==> src/hw/rtl/ata_pkg.sv <==
// ----------------------------------------------------------------------------
// ata_pkg
// Shared widths, constants and register indexes of the averaged temperature
// alarm.
// ----------------------------------------------------------------------------
package ata_pkg;

  localparam int CPV_W  = 16;
  localparam int TEMP_W = 16;
  localparam int CFG_W  = 16;
  localparam int SCNT_W = 9;

  localparam logic [TEMP_W-1:0] TEMP_MAX = '1;

  typedef enum logic [1:0] {
    CFG_COUNTS_PER_VOLT,
    CFG_SAMPLE_COUNT,
    CFG_CRITICAL_LEVEL,
    CFG_HYSTERESIS
  } cfg_idx_t;

endpackage

==> src/hw/rtl/averaged_temperature_alarm.sv <==
// A block's result goes through the queue, pop, multiply, range check, 16 divide steps
// and handoff, in that order; a saturated block skips the divide. Throughput: one sample
// word per cycle while the queue has room; the divider pops a block only when idle.
// A two-entry queue lets sampling continue while a division runs.
// Reset (synchronous, rst_n low): sum and count cleared, flag set to critical,
// registers to 2275, 16, 1120 and 80.
// ----------------------------------------------------------------------------
// averaged_temperature_alarm
// Block averaging of ADC samples into 1/16 degree temperature with a
// hysteresis alarm flag.
// ----------------------------------------------------------------------------
module averaged_temperature_alarm
  import ata_pkg::*;
#(
  parameter int ADC_BITS    = 12,
  parameter int MAX_SAMPLES = 256
) (
  input  logic                clk,
  input  logic                rst_n,
  input  logic                in_valid,
  output logic                in_ready,
  input  logic [ADC_BITS-1:0] in_raw_sample,
  output logic                out_valid,
  input  logic                out_ready,
  output logic [TEMP_W-1:0]   out_temperature,
  output logic                out_critical,
  input  logic                cfg_valid,
  output logic                cfg_ready,
  input  logic [1:0]          cfg_index,
  input  logic [CFG_W-1:0]    cfg_data
);

  localparam int SUM_W = $clog2((2 ** ADC_BITS - 1) * MAX_SAMPLES + 1);
  localparam int N_W   = $clog2(MAX_SAMPLES + 1);
  localparam int Q_W   = SUM_W + N_W + CPV_W;

  localparam logic [CPV_W-1:0]  CPV_RESET   = 16'd2275;
  localparam logic [SCNT_W-1:0] SCNT_RESET  = 9'd16;
  localparam logic [TEMP_W-1:0] LEVEL_RESET = 16'd1120;
  localparam logic [TEMP_W-1:0] HYST_RESET  = 16'd80;

  logic [CPV_W-1:0]  counts_per_volt_r;
  logic [SCNT_W-1:0] sample_count_r;
  logic [TEMP_W-1:0] critical_level_r;
  logic [TEMP_W-1:0] hysteresis_r;

  logic             push_valid, push_ready, pop_valid, pop_ready;
  logic [SUM_W-1:0] push_sum;
  logic [N_W-1:0]   push_n;
  logic [CPV_W-1:0] push_cpv;
  logic [Q_W-1:0]   pop_data;

  assign cfg_ready = 1'b1;

  always_ff @(posedge clk) begin
    if (!rst_n) begin
      counts_per_volt_r <= CPV_RESET;
      sample_count_r    <= SCNT_RESET;
      critical_level_r  <= LEVEL_RESET;
      hysteresis_r      <= HYST_RESET;
    end else if (cfg_valid && cfg_ready) begin
      unique case (cfg_idx_t'(cfg_index))
        CFG_COUNTS_PER_VOLT: counts_per_volt_r <= cfg_data;
        CFG_SAMPLE_COUNT:    sample_count_r    <= cfg_data[SCNT_W-1:0];
        CFG_CRITICAL_LEVEL:  critical_level_r  <= cfg_data;
        CFG_HYSTERESIS:      hysteresis_r      <= cfg_data;
        default: ;
      endcase
    end
  end

  ata_front #(
    .ADC_BITS    (ADC_BITS),
    .MAX_SAMPLES (MAX_SAMPLES),
    .SUM_W       (SUM_W),
    .N_W         (N_W)
  ) u_front (
    .clk             (clk),
    .rst_n           (rst_n),
    .in_valid        (in_valid),
    .in_ready        (in_ready),
    .in_raw_sample   (in_raw_sample),
    .counts_per_volt (counts_per_volt_r),
    .sample_count    (sample_count_r),
    .push_valid      (push_valid),
    .push_ready      (push_ready),
    .push_sum        (push_sum),
    .push_n          (push_n),
    .push_cpv        (push_cpv)
  );

  ata_queue #(
    .WIDTH (Q_W)
  ) u_queue (
    .clk        (clk),
    .rst_n      (rst_n),
    .push_valid (push_valid),
    .push_ready (push_ready),
    .push_data  ({push_sum, push_n, push_cpv}),
    .pop_valid  (pop_valid),
    .pop_ready  (pop_ready),
    .pop_data   (pop_data)
  );

  ata_back #(
    .SUM_W (SUM_W),
    .N_W   (N_W)
  ) u_back (
    .clk             (clk),
    .rst_n           (rst_n),
    .pop_valid       (pop_valid),
    .pop_ready       (pop_ready),
    .pop_sum         (pop_data[Q_W-1 -: SUM_W]),
    .pop_n           (pop_data[CPV_W +: N_W]),
    .pop_cpv         (pop_data[CPV_W-1:0]),
    .critical_level  (critical_level_r),
    .hysteresis      (hysteresis_r),
    .out_valid       (out_valid),
    .out_ready       (out_ready),
    .out_temperature (out_temperature),
    .out_critical    (out_critical)
  );

endmodule

==> src/hw/rtl/ata_front.sv <==
// ----------------------------------------------------------------------------
// ata_front
// Accepts raw sample words, accumulates a block and hands each completed
// block, with the divisor terms in force at its last sample, to the queue.
// ----------------------------------------------------------------------------
module ata_front
  import ata_pkg::*;
#(
  parameter int ADC_BITS    = 12,
  parameter int MAX_SAMPLES = 256,
  parameter int SUM_W       = 20,
  parameter int N_W         = 9
) (
  input  logic                clk,
  input  logic                rst_n,
  input  logic                in_valid,
  output logic                in_ready,
  input  logic [ADC_BITS-1:0] in_raw_sample,
  input  logic [CPV_W-1:0]    counts_per_volt,
  input  logic [SCNT_W-1:0]   sample_count,
  output logic                push_valid,
  input  logic                push_ready,
  output logic [SUM_W-1:0]    push_sum,
  output logic [N_W-1:0]      push_n,
  output logic [CPV_W-1:0]    push_cpv
);

  logic [SUM_W-1:0] sum_r, sum_nxt, sum_acc;
  logic [N_W-1:0]   taken_r, taken_nxt, taken_inc;
  logic [N_W-1:0]   n_eff;
  logic             accept, block_done;

  always_comb begin
    if (sample_count == '0) begin
      n_eff = N_W'(1);
    end else if (32'(sample_count) > MAX_SAMPLES) begin
      n_eff = N_W'(MAX_SAMPLES);
    end else begin
      n_eff = N_W'(sample_count);
    end
  end

  assign in_ready   = push_ready;
  assign accept     = in_valid && in_ready;
  assign sum_acc    = sum_r + SUM_W'(in_raw_sample);
  assign taken_inc  = taken_r + N_W'(1);
  assign block_done = (taken_inc >= n_eff);

  assign push_valid = accept && block_done;
  assign push_sum   = sum_acc;
  assign push_n     = n_eff;
  assign push_cpv   = counts_per_volt;

  always_comb begin
    sum_nxt   = sum_r;
    taken_nxt = taken_r;
    if (accept) begin
      if (block_done) begin
        sum_nxt   = '0;
        taken_nxt = '0;
      end else begin
        sum_nxt   = sum_acc;
        taken_nxt = taken_inc;
      end
    end
  end

  always_ff @(posedge clk) begin
    if (!rst_n) begin
      sum_r   <= '0;
      taken_r <= '0;
    end else begin
      sum_r   <= sum_nxt;
      taken_r <= taken_nxt;
    end
  end

endmodule

==> src/hw/rtl/ata_queue.sv <==
// ----------------------------------------------------------------------------
// ata_queue
// Two-entry queue of completed blocks between the accumulator and the
// divider.
// ----------------------------------------------------------------------------
module ata_queue #(
  parameter int WIDTH = 48
) (
  input  logic             clk,
  input  logic             rst_n,
  input  logic             push_valid,
  output logic             push_ready,
  input  logic [WIDTH-1:0] push_data,
  output logic             pop_valid,
  input  logic             pop_ready,
  output logic [WIDTH-1:0] pop_data
);

  logic [WIDTH-1:0] data_r [2];
  logic             wr_ptr_r, rd_ptr_r;
  logic [1:0]       count_r;
  logic             do_push, do_pop;

  assign push_ready = (count_r != 2'd2);
  assign pop_valid  = (count_r != 2'd0);
  assign pop_data   = data_r[rd_ptr_r];
  assign do_push    = push_valid && push_ready;
  assign do_pop     = pop_valid && pop_ready;

  always_ff @(posedge clk) begin
    if (do_push) begin
      data_r[wr_ptr_r] <= push_data;
    end
  end

  always_ff @(posedge clk) begin
    if (!rst_n) begin
      wr_ptr_r <= 1'b0;
      rd_ptr_r <= 1'b0;
      count_r  <= 2'd0;
    end else begin
      if (do_push) begin
        wr_ptr_r <= ~wr_ptr_r;
      end
      if (do_pop) begin
        rd_ptr_r <= ~rd_ptr_r;
      end
      case ({do_push, do_pop})
        2'b10:   count_r <= count_r + 2'd1;
        2'b01:   count_r <= count_r - 2'd1;
        default: count_r <= count_r;
      endcase
    end
  end

endmodule

==> src/hw/rtl/ata_back.sv <==
// ----------------------------------------------------------------------------
// ata_back
// Converts one block sum to temperature with a bit-serial divider, updates
// the hysteresis flag and holds the result word until it is taken.
// ----------------------------------------------------------------------------
module ata_back
  import ata_pkg::*;
#(
  parameter int SUM_W = 20,
  parameter int N_W   = 9
) (
  input  logic              clk,
  input  logic              rst_n,
  input  logic              pop_valid,
  output logic              pop_ready,
  input  logic [SUM_W-1:0]  pop_sum,
  input  logic [N_W-1:0]    pop_n,
  input  logic [CPV_W-1:0]  pop_cpv,
  input  logic [TEMP_W-1:0] critical_level,
  input  logic [TEMP_W-1:0] hysteresis,
  output logic              out_valid,
  input  logic              out_ready,
  output logic [TEMP_W-1:0] out_temperature,
  output logic              out_critical
);

  localparam int NUM_W = SUM_W + 11;
  localparam int DIV_W = CPV_W + N_W;
  localparam int DEN_W = DIV_W + TEMP_W;
  localparam int CMP_W = (NUM_W > DEN_W) ? NUM_W : DEN_W;
  localparam int STEP_W = $clog2(TEMP_W);

  typedef enum logic [2:0] {
    S_IDLE,
    S_MUL,
    S_CHECK,
    S_DIV,
    S_DONE
  } state_t;

  state_t            state_r;
  logic [SUM_W-1:0]  sum_r;
  logic [N_W-1:0]    n_r;
  logic [CPV_W-1:0]  cpv_r;
  logic [CMP_W-1:0]  rem_r, den_r;
  logic [TEMP_W-1:0] q_r;
  logic [STEP_W-1:0] step_r;
  logic              flag_r;
  logic              out_valid_r;
  logic [TEMP_W-1:0] out_temperature_r;
  logic [NUM_W-1:0]  sum_ext;
  logic [DIV_W-1:0]  div_prod;
  logic              rem_ge;
  logic              flag_nxt;
  logic              out_free;

  assign pop_ready       = (state_r == S_IDLE);
  assign out_valid       = out_valid_r;
  assign out_temperature = out_temperature_r;
  assign out_critical    = flag_r;
  assign out_free        = !out_valid_r || out_ready;

  // The factor 1600 is 1024 + 512 + 64.
  assign sum_ext  = NUM_W'(sum_r);
  assign div_prod = DIV_W'(cpv_r) * DIV_W'(n_r);
  assign rem_ge   = (rem_r >= den_r);

  always_comb begin
    flag_nxt = flag_r;
    if (q_r > critical_level) begin
      flag_nxt = 1'b1;
    end else if (({1'b0, q_r} + {1'b0, hysteresis}) < {1'b0, critical_level}) begin
      flag_nxt = 1'b0;
    end
  end

  always_ff @(posedge clk) begin
    if (!rst_n) begin
      state_r     <= S_IDLE;
      flag_r      <= 1'b1;
      out_valid_r <= 1'b0;
    end else begin
      if (out_valid_r && out_ready && (state_r != S_DONE)) begin
        out_valid_r <= 1'b0;
      end
      unique case (state_r)
        S_IDLE: begin
          if (pop_valid) begin
            sum_r   <= pop_sum;
            n_r     <= pop_n;
            cpv_r   <= pop_cpv;
            state_r <= S_MUL;
          end
        end
        S_MUL: begin
          rem_r   <= CMP_W'((sum_ext << 10) + (sum_ext << 9) + (sum_ext << 6));
          den_r   <= CMP_W'({div_prod, {TEMP_W{1'b0}}});
          state_r <= S_CHECK;
        end
        S_CHECK: begin
          step_r <= '0;
          den_r  <= den_r >> 1;
          if (rem_ge) begin
            q_r     <= TEMP_MAX;
            state_r <= S_DONE;
          end else begin
            q_r     <= '0;
            state_r <= S_DIV;
          end
        end
        S_DIV: begin
          if (rem_ge) begin
            rem_r <= rem_r - den_r;
          end
          q_r    <= {q_r[TEMP_W-2:0], rem_ge};
          den_r  <= den_r >> 1;
          step_r <= step_r + STEP_W'(1);
          if (step_r == STEP_W'(TEMP_W - 1)) begin
            state_r <= S_DONE;
          end
        end
        S_DONE: begin
          if (out_free) begin
            out_temperature_r <= q_r;
            flag_r            <= flag_nxt;
            out_valid_r       <= 1'b1;
            state_r           <= S_IDLE;
          end else begin
            out_valid_r <= 1'b1;
          end
        end
        default: state_r <= S_IDLE;
      endcase
    end
  end

endmodule
==> config.mk <==
export PLATFORM = sky130hd
export DESIGN_NAME = averaged_temperature_alarm
export DESIGN_NICKNAME = d
export VERILOG_FILES = /design/src/hw/rtl/ata_pkg.sv /design/src/hw/rtl/averaged_temperature_alarm.sv /design/src/hw/rtl/ata_front.sv /design/src/hw/rtl/ata_queue.sv /design/src/hw/rtl/ata_back.sv
export SDC_FILE = /design/constraint.sdc
export NUM_CORES = 1
export LEC_CHECK = 0
export BUFFER_PORTS_ARGS = -buffer_cell sky130_fd_sc_hd__buf_2
export CAP_MARGIN = 20
export CORE_ASPECT_RATIO = 0.6
export CORE_MARGIN = 5
export CORE_UTILIZATION = 34
export DETAILED_ROUTE_END_ITERATION = 6
export GPL_ROUTABILITY_DRIVEN = 0
export PLACE_DENSITY = 0.46
export SETUP_SLACK_MARGIN = 0.3
export SKIP_CTS_REPAIR_TIMING = 1
export SYNTH_ARGS = -nofsm -noshare
export SYNTH_HDL_FRONTEND = slang
export SYNTH_SLANG_ARGS = --single-unit
==> constraint.sdc <==
create_clock -name clk -period 5.5 [get_ports clk]
set_clock_uncertainty 0.05 [all_clocks]
set_input_delay 0.55 -clock clk [delete_from_list [all_inputs] [get_ports clk]]
set_output_delay 0.55 -clock clk [all_outputs]
set_load 0.01 [all_outputs]
==> out/results.txt, run 1 <==
CP Capture Type: register
Mapped Cells: 2,332
Post-synth cell types: 88
Syn Std Cell Area: 23,400 sq um
Unrepaired setup endpoints after global routing: true
Largest net degree at the start of global routing: 49
DRT iter0 DRCs: 1,020
Worst-margin pin slew: 1.01 ns
Max Fclk: 190 MHz
Synth area leaders: edfxtp_1, ha_1, fa_1
Sequential area share after synthesis: 40.5%
Final Cycle Share: 95.5%
CTS tree: built
Die area: 74,400 sq um
FF/Latch Area: 9500 sq um
Number of global-route vias before repair: 16,700
Final setup vio count: 0
Die Height: 213 microns
Initial antenna violation count: 0
Final net count: 2,749
PnR worst setup slack: 0.249 ns
Final Util: 39.0%
Post-DP HPWL: 43.6 mm
Leakage: 10.9 nW
Top cells by count, synth: nand2_1, edfxtp_1, inv_1, ha_1, a21oi_1
#FFs+latches synth: 348
Root Buffer: clkbuf_16
Worst Hold Class: in -> reg
Wire length per cell: 17.4 microns
Ant diodes: 0
Maxcap violations: 0
Crit path kind: reg -> reg
Crit start category: register
Post-Route Setup TNS: 0 ns
Slew headroom: 32.1%
Port bufs: 53
DRT Pass-1 Iters: 5
Area taken by multi-input logic gates: 13,000 sq um
Fill cells: 6,790
Overflow after GRT: 0
Layout Cells excl Fill: 3,357
Critical Path AT: 5.50 ns
Status: finished clean
Synth warn: 0
Crit-path slowest cell: fa_2
Max stage delay on crit path: 0.58 ns
Die Wd: 349 microns
Clk buf depth: 3
Synth Area per Inst: 10.0 sq um
Crit-path most repeated cell: fa_1
Final Hold Fails: 0
Reg clk slew, reported paths: 0.06 ns
Cells along the critical path: buf_6 > and2_4 > fa_2 > fa_1 > fa_1 > inv_2 > fa_1 > inv_2 > ha_4 > or3_1 > o21ai_0 > a211oi_2 > buf_4 > or3_1 > a21oi_1 > xor2_1 > o21ai_0
# H-tree levels: 2
Initial Util: 34.4%
DP Worst Slack: 0.0801 ns
DRC: 0
Max rail drop VDD: 412 uV
Core ar.: 68,100 sq um
Placed cells: 3,265
Row cnt: 74
Global-route wire length before repair: 94.3 mm
Routed vias: 16,800
Max Slew Vio Count: 0
Req. time, crit path: 5.74 ns
Routed wire length: 58.5 mm
I/O pins: 55
Worst Path Max Fanout: 6
Cell family with most CP delay: adder cells
Routed Antenna Nets: 0
P per Cell Area: 537 nW/um^2
Final instance area: 26,600 sq um
Clock Latency Late Sink: 0.58 ns
Via density: 5.00
Synth top area share: 32.4%
Ys async rst share: 0%
GRT Total Usage: 15.8%
Biggest area consumer among synthesized cells: edfxtp_1
Placement Cell Area: 25,000 sq um
Number of flops mapped to enable cells by yosys: 253
Layout cells sized above 1: 12.7%
Count leader, synth: nand2_1
Synthesized Nets: 2,666
Area growth, synth to finish: 13.5%
Synth Flop Type: edfxtp_1
Cts bufs inserted: 38
CTS Sinks: 348
Min cycle time layout: 5.25 ns
CP Buf/Inv Count: 4
registers in the layout, summed over array words and instances, names as in the netlist, 3 cells and up:
| name | count |
|---|---|
| u_back.state_r | 3 |
| sample_count_r | 9 |
| u_back.out_temperature | 16 |
| u_back.rem_r | 41 |
| u_back.sum_r | 20 |
| counts_per_volt_r | 16 |
| critical_level_r | 16 |
| u_front.sum_r | 20 |
| u_queue.data_r | 90 |
| u_back.cpv_r | 16 |
| u_back.den_r | 41 |
| u_back.n_r | 9 |
| hysteresis_r | 16 |
| u_back.q_r | 16 |
| u_front.taken_r | 9 |
| u_back.step_r | 4 |
report_power, final:
group / internal, mW / switching, mW
combinational: 3.57 / 4.42
sequential: 3.49 / 0.199
clock: 1.46 / 1.15
total: 8.52 / 5.77
layer usage:
| metal | up-vias | share of wire (%) | global-route usage [%] | routed length [microns] |
|---|---|---|---|---|
| li1 | 8297 | - | - | - |
| met1 | 8103 | 56 | 26.3 | 32900 |
| met2 | 333 | 37 | 21.1 | 21900 |
| met3 | 57 | 5.1 | 2.79 | 3010 |
| met4 | 0 | 1.2 | 2.46 | 684 |
| met5 | - | 0 | 0 | 0 |
stage by stage:
stage               hold WS, ns  power, mW
global route              0.202       15.6
CTS                       0.192       13.8
finish                    0.222       14.3
global placement          0.389       11.0
floorplan                 0.375       9.17
detailed placement        0.399       11.1
cells by family after synthesis:
| logic type | Yosys count | share of synthesized area [%] |
|---|---|---|
| adder cells (fa/ha/maj) | 299 | 19.3 |
| buffers and inverters | 306 | 4.97 |
| AO/OA/AOI/OAI | 482 | 13.3 |
| flip-flops | 348 | 40.5 |
| XOR/XNOR | 128 | 4.78 |
| multiplexers | 53 | 2.53 |
| other | 1 | 0.0160 |
| AND/OR/NAND/NOR | 715 | 14.6 |
cell usage in the layout (no fill, tap or decap), types with 8 or more instances in the layout:
master     count
nand2_1      289
edfxtp_1     253
inv_1        220
ha_1         186
a21oi_1      161
nor2_1       101
fa_1         101
dfxtp_1       94
and2_1        87
xnor2_1       83
o21ai_0       70
a21o_1        63
nand3_1       62
buf_4         57
buf_2         53
mux2_2        50
xor2_1        45
clkbuf_16     38
nor3_1        34
o21a_1        33
o21ai_1       19
nand4_1       19
o211ai_1      19
nor2b_1       18
nand2b_1      18
and3_1        17
a211oi_1      14
a31oi_1       13
o21bai_1      12
or3_1         11
o31ai_1        8
inv_2          8
ha_4           8
clkinv_2       8
final cells by class:
class | count | share of cell area [%]
multi-input combinational | 1678 | 48.9
sequential | 348 | 35.7
clock buffer | 46 | 3.72
inverter | 229 | 3.23
clock inverter | 24 | 0.992
timing repair buffer | 120 | 3.11
tap | 912 | 4.29
final timing paths:
check | start | to | slack, ns | depth (start not counted)
worst max register to register | u_back.n_r[5] | u_back.den_r[32] | 0.25 | 17
worst min register to register | u_front.sum_r[2] | u_front.sum_r[2] | 0.41 | 2
worst min-delay path | cfg_data[15] | critical_level_r[15] | 0.22 | 3
worst max-delay path | u_back.n_r[5] | u_back.den_r[32] | 0.25 | 17
worst min-delay path, delay by kind of cell:
kind | cells | cell delay [ns]
AND/OR/NAND/NOR | 1 | 0.06
AO/OA/AOI/OAI | 1 | 0.05
buffers and inverters | 1 | 0.13
(Power assumes the default switching activity.)
==> inputs of run 2 (changes only) <==
CORE_ASPECT_RATIO = 0.8   (was 0.6)
==> run 2 against run 1 <==
Worst hold slack worse by 0.014 ns; non-clock buffer count up 34; register-to-register slack better by 0.08 ns; worst setup slack gained 0.083 ns; power increased by 5.7%; first-iteration DRC count up 2.5%; clock power is 7.7% higher; die area is 0.19% lower; critical path type unchanged; largest cell class unchanged; highest routed layer unchanged.
==> out/results.txt, run 2 (synthesis results as in run 1) <==
Reg-to-Reg Start: u_back.n_r[4]
Final instance area: 27,200 sq um
Core ar.: 68,500 sq um
Path depth of the worst reg2reg path: 19
M1 GR Usage: 23.6%
CTS Sinks: 348
DRT iter0 DRCs: 1,046
Max rail drop VDD: 410 uV
Grt met3 use: 2.56%
GRT Total Usage: 15.2%
Root Buffer: clkbuf_16
Unrepaired setup endpoints after global routing: true
Crit-path slowest cell: fa_1
DRC: 0
Largest Register: u_queue.data_r
Global-route wire length before repair: 91.4 mm
Post-Route Setup TNS: 0 ns
Via density: 4.94
Reg-to-Reg End: u_back.den_r[39]
Max reg flops: 90
Routed wire length: 58.3 mm
Crit start category: register
Worst Hold Class: in -> reg
Gr busiest metal: met1
Final Cycle Share: 94.0%
Req. time, crit path: 5.74 ns
CTS tree: built
Top Registers: u_queue.data_r (90), u_back.den_r (41), u_back.rem_r (41)
Initial antenna violation count: 0
Ant diodes: 0
Clk buf depth: 3
Critical Path AT: 5.40 ns
P per Cell Area: 555 nW/um^2
Final Hold Fails: 0
Die Wd: 304 microns
Number of global-route vias before repair: 16,500
Post-DP HPWL: 41.7 mm
Worst Hold End: critical_level_r[13]
FF-to-FF setup slack: 0.33 ns
Wire length per cell: 17.1 microns
Initial Util: 34.2%
Routed vias: 16,800
Clock Latency Late Sink: 0.56 ns
Max Slew Vio Count: 0
Worst-margin pin slew: 0.845 ns
I/O pins: 55
Final setup vio count: 0
Max stage delay on crit path: 0.57 ns
Most frequent cells in the layout: nand2_1, edfxtp_1, inv_1
Placement Cell Area: 24,900 sq um
Crit-path most repeated cell: fa_1
Port bufs: 53
# H-tree levels: 2
Min cycle time layout: 5.17 ns
Reg clk slew, reported paths: 0.06 ns
Layout cells sized above 1: 14.9%
Leakage: 11.2 nW
Commonest non-fill, non-tap cell in the layout: nand2_1
Maxcap violations: 0
GR Util met2: 22.2%
Status: finished clean
Largest net degree at the start of global routing: 62
CP Capture Type: register
Die Height: 245 microns
Max Fclk: 194 MHz
Cells along the critical path: buf_6 > nand2_2 > fa_1 > fa_1 > inv_2 > fa_1 > inv_1 > fa_1 > inv_2 > ha_4 > o21a_1 > nor2_2 > a211o_4 > a31oi_4 > a221o_1 > or4_4 > a31oi_4 > xor2_1 > o21ai_1
Area growth, synth to finish: 16.2%
DRT Pass-1 Iters: 7
Routed Antenna Nets: 0
Hold Crit Depth: 3
Final net count: 2,786
Die area: 74,300 sq um
Worst Path Max Fanout: 5
Slew headroom: 43.5%
Hold Startpoint: cfg_data[13]
Row cnt: 86
Crit path kind: reg -> reg
Overflow after GRT: 0
Final hold slack: 0.209 ns
Crit path launch: u_back.n_r[4]
Cts bufs inserted: 41
## run 2: cell types whose count changed in the layout (fill, tap and decap cells not counted), moves of 5 or more
cell	change
inv_2	+5
inv_1	-5
buf_4	+15
buf_6	+13
clkbuf_16	+5
## run 2: area by class of cell
class | instances | area [sq um]
repair buffers | 154 | 1180
clock inverters | 26 | 275
flip-flops and latches | 348 | 9500
clock buffers | 50 | 1120
fillers | 6717 | 41300
multi-input cells | 1678 | 13100
inverters | 229 | 860
well taps | 924 | 1160
## run 2: per-stage QoR
step / instances / power (mW) / utilization (%) / setup WS, ns
2_1_floorplan: 2332 / 9.17 / - / 0.300
3_3_place_gp: 3265 / 10.9 / 36.2 / 0.106
3_5_place_dp: 3267 / 11.0 / 36.3 / 0.0893
4_1_cts: 3343 / 13.9 / 38.4 / 0.0662
5_1_grt: 3409 / 16.4 / 39.7 / 0.145
6_report: 3409 / 15.1 / 39.7 / 0.332
## run 2: routing by layer
layer  part of all wire, %  vias to the layer above
li1                      -                     8369
met4                   1.7                        0
met1                    52                     8128
met3                   4.5                       69
met2                    42                      276
met5                     0                        -
## run 2: how the worst max path moves through the flow
stage | to | slack (ns) | cells past startpoint
after floorplan | u_back.den_r[39] | 0.30 | 19
after global placement | u_back.den_r[39] | 0.11 | 19
after detailed placement | u_back.den_r[39] | 0.09 | 19
after CTS | u_back.den_r[39] | 0.07 | 19
after global routing | u_back.den_r[39] | 0.15 | 19
final | u_back.den_r[39] | 0.33 | 19
## run 2: where the power goes
part           total [mW]  switching (mW)  internal (mW)
registers            3.68           0.197           3.49
logic                8.62            4.70           3.91
clock network        2.81            1.16           1.66
## run 2: worst max-delay path: cells and delay by family, from the launching register on
| family | cells | cell delay [ns] |
|---|---|---|
| adder cells (fa/ha/maj) | 5 | 2.24 |
| AO/OA/AOI/OAI | 6 | 0.97 |
| AND/OR/NAND/NOR | 3 | 0.64 |
| flip-flops | 1 | 0.52 |
| buffers and inverters | 4 | 0.34 |
| XOR/XNOR | 1 | 0.15 |
